**config.mk**
```make
export PLATFORM = sky130hd
export DESIGN_NAME = periodic_timer_bank_core
export DESIGN_NICKNAME = d
export VERILOG_FILES = /design/src/design/ptb_pkg.sv /design/src/design/ptb_front.sv /design/src/design/ptb_queue.sv /design/src/design/ptb_back.sv /design/src/design/periodic_timer_bank.sv
export SDC_FILE = /design/constraint.sdc
export NUM_CORES = 1
export LEC_CHECK = 0
export BUFFER_PORTS_ARGS = -buffer_cell sky130_fd_sc_hd__clkbuf_2
export CAP_MARGIN = 15
export CORE_MARGIN = 4
export CORE_UTILIZATION = 50
export DETAILED_ROUTE_END_ITERATION = 16
export PLACE_DENSITY = 0.67
export SYNTH_ARGS = -nofsm -noshare
export SYNTH_HDL_FRONTEND = slang
export SYNTH_HIERARCHICAL = 1
export SYNTH_SLANG_ARGS = --single-unit
```
**constraint.sdc**
```tcl
create_clock -name clk -period 11.4 [get_ports clk]
set_input_delay 2.85 -clock clk [delete_from_list [all_inputs] [get_ports clk]]
set_output_delay 2.85 -clock clk [all_outputs]
set_load 0.03 [all_outputs]
```
**src/design/ptb_pkg.sv**
```systemverilog
// Shared types, constants and helpers for the periodic timer bank.
package ptb_pkg;

  localparam int NUM_TIMERS  = 8;
  localparam int IDX_W       = (NUM_TIMERS > 1) ? $clog2(NUM_TIMERS) : 1;
  localparam int CNT_W       = $clog2(NUM_TIMERS + 1);
  localparam int PERIOD_W    = 32;
  localparam int KIND_W      = 2;
  localparam int OUT_IDX_W   = 3;
  localparam int QUEUE_DEPTH = 2;
  localparam int QPTR_W      = $clog2(QUEUE_DEPTH);
  localparam int QCNT_W      = $clog2(QUEUE_DEPTH + 1);

  typedef enum logic [KIND_W-1:0] {
    KIND_ATTACHED = 2'd0,
    KIND_FIRED    = 2'd1,
    KIND_QUIET    = 2'd2,
    KIND_FULL     = 2'd3
  } kind_t;

  typedef struct packed {
    logic                attach;
    logic [PERIOD_W-1:0] period;
  } req_t;

  typedef struct packed {
    logic empty;
    logic full;
  } q_status_t;

  function automatic logic [OUT_IDX_W-1:0] idx_to_out(input logic [IDX_W-1:0] idx);
    logic [IDX_W+OUT_IDX_W-1:0] wide;
    wide = {{OUT_IDX_W{1'b0}}, idx};
    return wide[OUT_IDX_W-1:0];
  endfunction

endpackage

```
**src/design/ptb_front.sv**
```systemverilog
// Front end: takes in commands, classifies them and pushes requests to the queue.
module ptb_front (
  input  logic                       start,
  input  logic                       in_mode,
  input  logic [ptb_pkg::PERIOD_W-1:0] in_period,
  input  ptb_pkg::q_status_t         q_status,
  output logic                       busy,
  output logic                       push,
  output ptb_pkg::req_t              push_req
);
  import ptb_pkg::*;

  always_comb begin
    busy            = q_status.full;
    push            = start && !q_status.full;
    push_req.attach = in_mode;
    push_req.period = in_mode ? in_period : '0;
  end

endmodule

```
**src/design/ptb_queue.sv**
```systemverilog
// Short request queue between the front end and the timer engine.
module ptb_queue (
  input  logic               clk,
  input  logic               rst_n,
  input  logic               push,
  input  ptb_pkg::req_t      push_req,
  input  logic               pop,
  output ptb_pkg::req_t      pop_req,
  output ptb_pkg::q_status_t status
);
  import ptb_pkg::*;

  req_t              entry_r [QUEUE_DEPTH];
  logic [QPTR_W-1:0] wr_ptr_r;
  logic [QPTR_W-1:0] rd_ptr_r;
  logic [QCNT_W-1:0] count_r;
  logic              do_push;
  logic              do_pop;

  assign do_push      = push && (count_r != QCNT_W'(QUEUE_DEPTH));
  assign do_pop       = pop && (count_r != '0);
  assign pop_req      = entry_r[rd_ptr_r];
  assign status.empty = (count_r == '0);
  assign status.full  = (count_r == QCNT_W'(QUEUE_DEPTH));

  always_ff @(posedge clk) begin
    if (!rst_n) begin
      wr_ptr_r <= '0;
      rd_ptr_r <= '0;
      count_r  <= '0;
    end else begin
      if (do_push) begin
        entry_r[wr_ptr_r] <= push_req;
        wr_ptr_r          <= wr_ptr_r + 1'b1;
      end
      if (do_pop) begin
        rd_ptr_r <= rd_ptr_r + 1'b1;
      end
      unique case ({do_push, do_pop})
        2'b10:   count_r <= count_r + 1'b1;
        2'b01:   count_r <= count_r - 1'b1;
        default: count_r <= count_r;
      endcase
    end
  end

endmodule

```
**src/design/ptb_back.sv**
```systemverilog
// Timer engine: holds the timer table, attaches timers and sweeps them on each tick.
module ptb_back (
  input  logic                       clk,
  input  logic                       rst_n,
  input  ptb_pkg::q_status_t         q_status,
  input  ptb_pkg::req_t              req,
  output logic                       pop,
  output logic                       out_valid,
  output logic [ptb_pkg::KIND_W-1:0] out_kind,
  output logic [ptb_pkg::OUT_IDX_W-1:0] out_timer_index,
  output logic                       out_last
);
  import ptb_pkg::*;

  typedef enum logic [1:0] {
    ST_IDLE,
    ST_SWEEP,
    ST_FINISH
  } state_t;

  state_t                 state_r;
  logic [CNT_W-1:0]       timer_count_r;
  logic [IDX_W-1:0]       idx_r;
  logic                   pend_valid_r;
  logic [IDX_W-1:0]       pend_idx_r;
  logic [PERIOD_W-1:0]    reload_period_r [NUM_TIMERS];
  logic [PERIOD_W-1:0]    ticks_left_r    [NUM_TIMERS];
  logic                   out_valid_r;
  kind_t                  out_kind_r;
  logic [OUT_IDX_W-1:0]   out_idx_r;
  logic                   out_last_r;

  logic [PERIOD_W-1:0]    cur_period;
  logic [PERIOD_W-1:0]    cur_dec;
  logic                   cur_fire;
  logic [CNT_W-1:0]       count_m1;
  logic                   table_full;

  assign cur_period = reload_period_r[idx_r];
  assign cur_dec    = ticks_left_r[idx_r] - 1'b1;
  assign cur_fire   = (cur_period == '0) || (cur_dec == '0);
  assign count_m1   = timer_count_r - 1'b1;
  assign table_full = (timer_count_r == CNT_W'(NUM_TIMERS));
  assign pop        = (state_r == ST_IDLE) && !q_status.empty;

  assign out_valid       = out_valid_r;
  assign out_kind        = out_kind_r;
  assign out_timer_index = out_idx_r;
  assign out_last        = out_last_r;

  always_ff @(posedge clk) begin
    if (!rst_n) begin
      state_r       <= ST_IDLE;
      timer_count_r <= '0;
      pend_valid_r  <= 1'b0;
      out_valid_r   <= 1'b0;
    end else begin
      out_valid_r <= 1'b0;
      unique case (state_r)
        ST_IDLE: begin
          if (!q_status.empty) begin
            if (req.attach) begin
              out_valid_r <= 1'b1;
              out_last_r  <= 1'b1;
              if (table_full) begin
                out_kind_r <= KIND_FULL;
                out_idx_r  <= '0;
              end else begin
                reload_period_r[timer_count_r[IDX_W-1:0]] <= req.period;
                ticks_left_r[timer_count_r[IDX_W-1:0]]    <= req.period;
                out_kind_r    <= KIND_ATTACHED;
                out_idx_r     <= idx_to_out(timer_count_r[IDX_W-1:0]);
                timer_count_r <= timer_count_r + 1'b1;
              end
            end else if (timer_count_r == '0) begin
              out_valid_r <= 1'b1;
              out_kind_r  <= KIND_QUIET;
              out_idx_r   <= '0;
              out_last_r  <= 1'b1;
            end else begin
              idx_r        <= count_m1[IDX_W-1:0];
              pend_valid_r <= 1'b0;
              state_r      <= ST_SWEEP;
            end
          end
        end
        ST_SWEEP: begin
          if (cur_period != '0) begin
            ticks_left_r[idx_r] <= (cur_dec == '0) ? cur_period : cur_dec;
          end
          if (cur_fire) begin
            if (pend_valid_r) begin
              out_valid_r <= 1'b1;
              out_kind_r  <= KIND_FIRED;
              out_idx_r   <= idx_to_out(pend_idx_r);
              out_last_r  <= 1'b0;
            end
            pend_valid_r <= 1'b1;
            pend_idx_r   <= idx_r;
          end
          if (idx_r == '0) begin
            state_r <= ST_FINISH;
          end else begin
            idx_r <= idx_r - 1'b1;
          end
        end
        ST_FINISH: begin
          out_valid_r <= 1'b1;
          out_last_r  <= 1'b1;
          if (pend_valid_r) begin
            out_kind_r <= KIND_FIRED;
            out_idx_r  <= idx_to_out(pend_idx_r);
          end else begin
            out_kind_r <= KIND_QUIET;
            out_idx_r  <= '0;
          end
          pend_valid_r <= 1'b0;
          state_r      <= ST_IDLE;
        end
        default: state_r <= ST_IDLE;
      endcase
    end
  end

endmodule

```
**src/design/periodic_timer_bank.sv**
```systemverilog
// Top level of the periodic timer bank: front end, request queue and timer engine.
// With the queue empty, an attach or a tick on an empty table passes through the queue entry and
// is answered from the engine's output register; a tick holds each firing pending in the sweep
// and gives it out at the next firing or in the finish state. The engine pops only while idle,
// so a tick with timers holds it through sweep and finish; a two-entry queue takes requests ahead.
// The receiver cannot stall. Synchronous reset clears the timer count, queue and engine.
module periodic_timer_bank_core (
  input  logic                          clk,
  input  logic                          rst_n,
  input  logic                          start,
  output logic                          busy,
  input  logic                          in_mode,
  input  logic [ptb_pkg::PERIOD_W-1:0]  in_period,
  output logic                          out_valid,
  output logic [ptb_pkg::KIND_W-1:0]    out_kind,
  output logic [ptb_pkg::OUT_IDX_W-1:0] out_timer_index,
  output logic                          out_last
);
  import ptb_pkg::*;

  q_status_t q_status;
  logic      push;
  req_t      push_req;
  logic      pop;
  req_t      pop_req;

  ptb_front u_front (
    .start    (start),
    .in_mode  (in_mode),
    .in_period(in_period),
    .q_status (q_status),
    .busy     (busy),
    .push     (push),
    .push_req (push_req)
  );

  ptb_queue u_queue (
    .clk     (clk),
    .rst_n   (rst_n),
    .push    (push),
    .push_req(push_req),
    .pop     (pop),
    .pop_req (pop_req),
    .status  (q_status)
  );

  ptb_back u_back (
    .clk            (clk),
    .rst_n          (rst_n),
    .q_status       (q_status),
    .req            (pop_req),
    .pop            (pop),
    .out_valid      (out_valid),
    .out_kind       (out_kind),
    .out_timer_index(out_timer_index),
    .out_last       (out_last)
  );

endmodule
```
# Word-level counts from Yosys, hierarchy flattened
# Memory sizes are Yosys's and may differ from the RTL's. A register that Yosys moved wholly into a read port is not among the register bits.
# Cells that the tools add are included.
# W data, S select, Z words.
[totals] elab_cells=131 output_inout_bits=8 in_bits=36 latchBits=0 ramBits=578 ff_bits=24 memories=3 rom_bits=0
[memory_table] name="u_back.reload_period_r" depth=8 width=32 rd=1 rd_clocked_by_memory_dff=1 wr=1 line="ptb_back.sv:26" rtl="logic [PERIOD_W-1:0] reload_period_r [NUM_TIMERS];"
[memory_table] name="u_back.ticks_left_r" depth=8 width=32 rd=1 rd_clocked_by_memory_dff=1 wr=1 line="ptb_back.sv:27" rtl="logic [PERIOD_W-1:0] ticks_left_r [NUM_TIMERS];"
[memory_table] name="u_queue.entry_r" depth=2 width=33 rd=1 rd_clocked_by_memory_dff=1 wr=1 line="ptb_queue.sv:13" rtl="req_t entry_r [QUEUE_DEPTH];"
[op_classes] div_mod_pow=0 muxes=66 n_reduce_logical=25 n_lt_le_gt_ge=0 addsub=8 shift=0 bitwise=2 multipliers=0 n_eq_ne=15
[op_table] operator="$mux W32" n=3
[op_table] operator="$logic_not A32 Y1" n=2
[op_table] operator="$mux W3" n=14
[op_table] operator="$reduce_bool A32 Y1" n=1
[op_table] operator="$reduce_or A32 Y1" n=1
[op_table] operator="$sub A32 B1 Y32 const B" n=1
[op_table] operator="$mux W1" n=30
[op_table] operator="$mux W2" n=11
[op_table] operator="$reduce_and A6 Y1" n=2
[op_table] operator="$ne A2 B2 Y1 const B" n=5
[op_table] operator="$pmux W1 S3" n=3
[op_table] operator="$pmux W3 S3" n=1
[op_table] operator="$pmux W2 S2" n=2
[op_table] operator="$reduce_and A4 Y1" n=2
[op_table] operator="$eq A2 B2 Y1 const B" n=3
[op_table] operator="$ne A2 B1 Y1 const B" n=3
[op_table] operator="$pmux W2 S3" n=1
[op_table] operator="$pmux W3 S2" n=1
[op_table] operator="$reduce_bool A2 Y1" n=3
[op_table] operator="$sub A3 B1 Y3 const B" n=2
[op_table] operator="$reduce_and A5 Y1" n=1
[op_table] operator="$add A4 B1 Y4 const B" n=1
[op_table] operator="$eq A2 B1 Y1 const B" n=2
[op_table] operator="$eq A4 B4 Y1 const B" n=1
[op_table] operator="13 further kinds" n=20

# Depth between registers and ports, before layout
[depth] depth_word=8 depth_mapped=15 depth_no_buf=11

# Hierarchy
# The synthesis kept the hierarchy.
[by_module_without_submodules] mod="ptb_back" area_each_um2=22046.1 instances=1 cells_per_inst=1127 seq_area_each_um2=15955.3
[by_module_without_submodules] mod="ptb_queue" area_each_um2=2615.0 instances=1 cells_per_inst=129 seq_area_each_um2=2082.0
[by_module_without_submodules] mod="ptb_front" area_each_um2=276.5 instances=1 cells_per_inst=38 seq_area_each_um2=0.0

# Least setup slack after synthesis
# Ideal clock, no wire load.
[synth_timing] path_type="in2reg" start="input port start" end="memory u_queue/entry_r[0][0] (netlist name), enable pin" path_buffers=0 slack_ns=5.346 required_time_ns=10.929 stages=3 setup_ns=0.471 arrival_ns=5.582 cell_sequence="nor2b_1 nand2_1 nor3b_1"
[synth_between] elab_chain_len=5
[synth_lines] item="start, declared" line="periodic_timer_bank.sv:10" rtl="input logic start,"
[synth_lines] item="$logic_and A1 B1 Y1" line="ptb_front.sv:15" rtl="push = start && !q_status.full;"
[synth_lines] item="$logic_and A1 B1 Y1" line="ptb_queue.sv:20" rtl="assign do_push = push && (count_r != QCNT_W'(QUEUE_DEPTH));"
[synth_lines] item="$mux W1" line="ptb_queue.sv:32" rtl="if (do_push) begin"
[synth_lines] item="$mux W1" line="ptb_queue.sv:27" rtl="if (!rst_n) begin"
[synth_lines] item="$mux W1 (not written as such)" line="ptb_queue.sv:33" rtl="entry_r[wr_ptr_r] <= push_req;"
[synth_lines] item="end, declared" line="ptb_queue.sv:13"
# No other way between the ends.

==> flow_results.org <==
** Status
- Status :: complete, no violations

** Yosys
- Average size of a mapped cell :: 19.27 sq um
- Of the post-synthesis cell area, the part taken by muxes is 16.18%.
- Of the total synthesized cell area, the portion taken by XOR and XNOR cells is 1.264%.
- Gate count of the mapped netlist :: 1294
- Number of nets in the synthesized netlist :: 1340
- Sequential fraction of the synthesis area :: 72.33%
- Unique masters post-synth :: 69
- Seq cells post-synth :: 606
- Post-synthesis simple-gate area fraction :: 5.680%
- Warning count from the yosys run :: 6
- Of all flip-flops after synthesis, the portion carrying an async set or reset was 0%.
- The synthesized netlist devotes 2.509% of its cell area to compound gates.
- Adder-Cell Fraction of Synth Area :: 0.5017%
- The most used flip-flop cell after synthesis is sky130_fd_sc_hd__edfxtp_1.
- After synthesis, the largest family of logic cells by area is multiplexers.
- Post-synthesis instance area :: 24940 sq um
- In this run, synthesis inferred 590 flip-flops with an integrated enable.

** Clocking
- Clock-pin slew was measured on the worst setup and hold paths at 0.06 ns.
- Number of buffers between clock root and the deepest sink :: 3
- After clock tree synthesis, the repair step resized 0 gates.
- Total number of H-tree levels :: 2
- Number of clock buffers inserted by TritonCTS :: 61
- Clock tree synthesis found a total of 606 sinks.
- Post-CTS setup buffers :: 0
- Clock latency on the worst-skew pair, taken at its later pin, is 0.64 ns.
- CTS tree :: yes
- Hold buffer count at cts :: 0
- Root buffer cell :: sky130_fd_sc_hd__clkbuf_16

** Cells and area
- The library cell used most frequently in the layout, excluding fill and tap cells, is sky130_fd_sc_hd__edfxtp_1.
- Fill cells in the final layout number 3668.
- In the final layout, the share of cells above drive strength 1 is 28.61%.
- Measured on the finished design, the core utilization comes to 57.05%.
- The area growth from synthesis to layout is 12.45%.
- For this run, the post-layout net count is 1409.
- The library cells used most frequently in the layout, excluding fill and tap cells, are sky130_fd_sc_hd__edfxtp_1, sky130_fd_sc_hd__mux4_2, sky130_fd_sc_hd__mux2i_1, sky130_fd_sc_hd__clkbuf_16, sky130_fd_sc_hd__mux2_2.

** Floorplanning
- Core Footprint :: 49150 sq um
- Die Outline Area :: 53510 sq um
- In this run the count of I/O pins placed on the die edge is 44.
- Y dimension of the die :: 231.3 microns
- Starting density of the core :: 50.73%
- X dimension of the die :: 231.3 microns
- Row generation in the floorplan step produced 81 rows.

** Timing
- Top achievable clock speed :: 152.0 MHz
- Minimum clock period :: 6.578 ns
- Final Slew Violations :: 0
- Final worst path period share :: 57.71%
- Setup repair after global routing left no endpoint under its margin.
- Slew @ Worst Pin :: 1.039 ns
- Max Clock Skew :: 0.02626 ns
- Measured against its own limit, the worst slew margin works out to 30.21%.
- Number of hold-slack violations in the final timing report :: 0
- On the final layout, the worst hold slack is 0.5102 ns.
- Final Setup Violations :: 0
- Aggregate negative setup slack :: 0 ns

** Detailed routing
- The first detailed-routing pass took 5 iterations.
- DRC violation total after the first TritonRoute iteration :: 1259
- Total length of routed wires :: 51770 microns
- In the final routed layout, each cell accounts on average for 24.92 microns.
- Via density :: 5.939
- DRC violation count after routing :: 0
- The count of nets left with antenna violations once routing finished came out at 0.
- Via Count :: 12340

** Setup path
- CP Cell Sequence :: buf_4 > mux4_2 > mux2i_1 > ha_1 > nand3_1 > nor2_1 > and3_1 > xor2_1 > nand3_1 > or4_1 > o21a_1 > o21ai_1
- Class of the most critical setup path :: flip-flop to flip-flop
- Worst-case register-to-register setup slack :: 4.82 ns
- Sort of element at the start of the critical path :: flip-flop
- In this run the worst path has a maximum fanout of 36.
- On the worst path, the slowest cell contributes a delay of 0.92 ns.
- Data required time at the worst endpoint :: 11.66 ns
- Kind of end point of the critical path :: flip-flop
- For this design, the slowest cell found on the critical path is sky130_fd_sc_hd__or4_1.
- Cell with the most instances on the worst path :: sky130_fd_sc_hd__nand3_1
- At the worst endpoint, the arrival time is 6.84 ns.

** Power
- Highest ir drop seen on vdd :: 0.0001442 V
- In this run the power density over the cells is 238.2 nW/um^2.
- Leak Pwr :: 9.054 nW

** Global routing
- For this run, the total global-route usage over all layers was measured as 19.56%.
- Number of antenna violations at the first check in global routing :: 0
- Wire length of the first global-routing pass :: 78690 microns
- The via count of the first global-routing pass is 12630.
- Entering global routing, the biggest net connects 70 pins.
- Grt ovf :: 0

** Place
- Final weighted congestion in routability-driven placement :: 0.8188
- Count of buffers inserted at the top-level ports :: 43
- Half-perimeter wire length after placement :: 31050 microns

** Run
- Max-cap violations in this run came to 0.

** Worst hold path
- Path class of the lowest-slack min-delay path :: flip-flop to flip-flop
stage by stage:
stage	cells	instance area, sq um	total power [mW]	worst slack [ns]
6_report	2077	28040	6.680	4.822
5_1_grt	2076	28040	6.962	4.537
4_1_cts	2076	28040	6.730	4.874
3_5_place_dp	1964	26010	4.718	4.906
3_3_place_gp	1964	26010	4.688	4.942
2_1_floorplan	1294	24940	4.170	5.346
power by group:
group          switching, mW  internal (mW)  total [mW]
clock                  0.813           1.20        2.01
combinational           1.10          0.689        1.78
sequential             0.128           2.76        2.89
sequential cells by signal, summed over array words and instances (netlist names), named ones only:
register	count
u_back/out_last	1
u_back/reload_period_r	256
u_queue/rd_ptr_r	1
u_back/pend_valid_r	1
u_back/pend_idx_r	3
u_back/out_timer_index	3
u_back/out_valid	1
u_queue/entry_r	66
u_back/timer_count_r	4
u_back/ticks_left_r	256
u_back/out_kind	2
u_queue/wr_ptr_r	1
u_back/idx_r	3
u_queue/count_r	2
u_back/state_r	2
kinds of logic (layout without fill, tap and decap cells):
| logic type | Yosys count | after routing |
|---|---|---|
| multiplexers | 239 | 239 |
| flip-flops | 606 | 606 |
| adder cells (fa/ha/maj) | 10 | 10 |
| AND/OR/NAND/NOR | 234 | 234 |
| other | 0 | 1 |
| AO/OA/AOI/OAI | 89 | 89 |
| XOR/XNOR | 36 | 36 |
| buffers and inverters | 80 | 198 |
area by class of cell:
cell class	instances	area, sq um	area share (%)
Antenna cell	1	2.502	0.008924
Clock buffer	74	1597	5.693
Clock inverter	38	435.4	1.553
Inverter	17	63.81	0.2276
Multi-Input combinational cell	608	6654	23.73
Sequential cell	606	18050	64.36
Tap cell	664	830.8	2.963
Timing Repair Buffer	69	410.4	1.464
worst max-delay path, delay by kind of cell (launching register included):
| kind | cells | cell delay [ns] |
|---|---|---|
| AOI/OAI and AO/OA | 2 | 0.91 |
| muxes | 2 | 1.12 |
| xor gates and xnor gates | 1 | 0.41 |
| adders and majority gates | 1 | 0.31 |
| and+or+nand+nor | 5 | 2.04 |
| DFF | 1 | 0.71 |
| buffers and inverters | 1 | 0.64 |
path summary, 6_finish.rpt:
kind                     from                        end  cells after the start
min reg2reg  u_queue/wr_ptr_r           u_queue/wr_ptr_r                      2
max                 flip-flop  u_back/out_timer_index[0]                     12
max reg2reg         flip-flop  u_back/out_timer_index[0]                     12
min          u_queue/wr_ptr_r           u_queue/wr_ptr_r                      2
per-layer routing:
layer  track usage (%)  share of wire, %  vias to the layer above  wire (microns)
met5                 0                 0                        -               0
met3             3.097               5.9                       89            3080
met1             28.56                44                     6442           22650
met4             6.258               2.6                        0            1359
li1                  -                 -                     5397               -
met2             30.72                48                      408           24680
cells in the mapped netlist, drive strengths merged (4+ instances only):
master,n,area [sq um]
mux2i,70,723.2
nand4b,5,43.79
and2,35,259.0
mux4,125,2815
nor3,17,90.09
and3,4,25.02
xnor2,26,227.7
nand3,22,132.6
nor2,55,206.5
buf,39,226.5
o31a,10,87.58
mux2,44,495.5
o31ai,9,67.56
nand4,16,121.4
nand2,28,115.1
o22a,7,61.31
dfxtp,16,320.3
clkbuf,24,93.84
o21ai,6,30.02
nor2b,8,50.05
a21oi,22,113.9
or3,9,56.30
nand2b,12,77.58
edfxtp,590,17720
inv,17,63.81
xor2,10,87.58
a31oi,9,56.30
o22ai,5,31.28
ha,10,125.1
nor4,9,116.4
No activity file was read; power rests on OpenSTA's default activity.
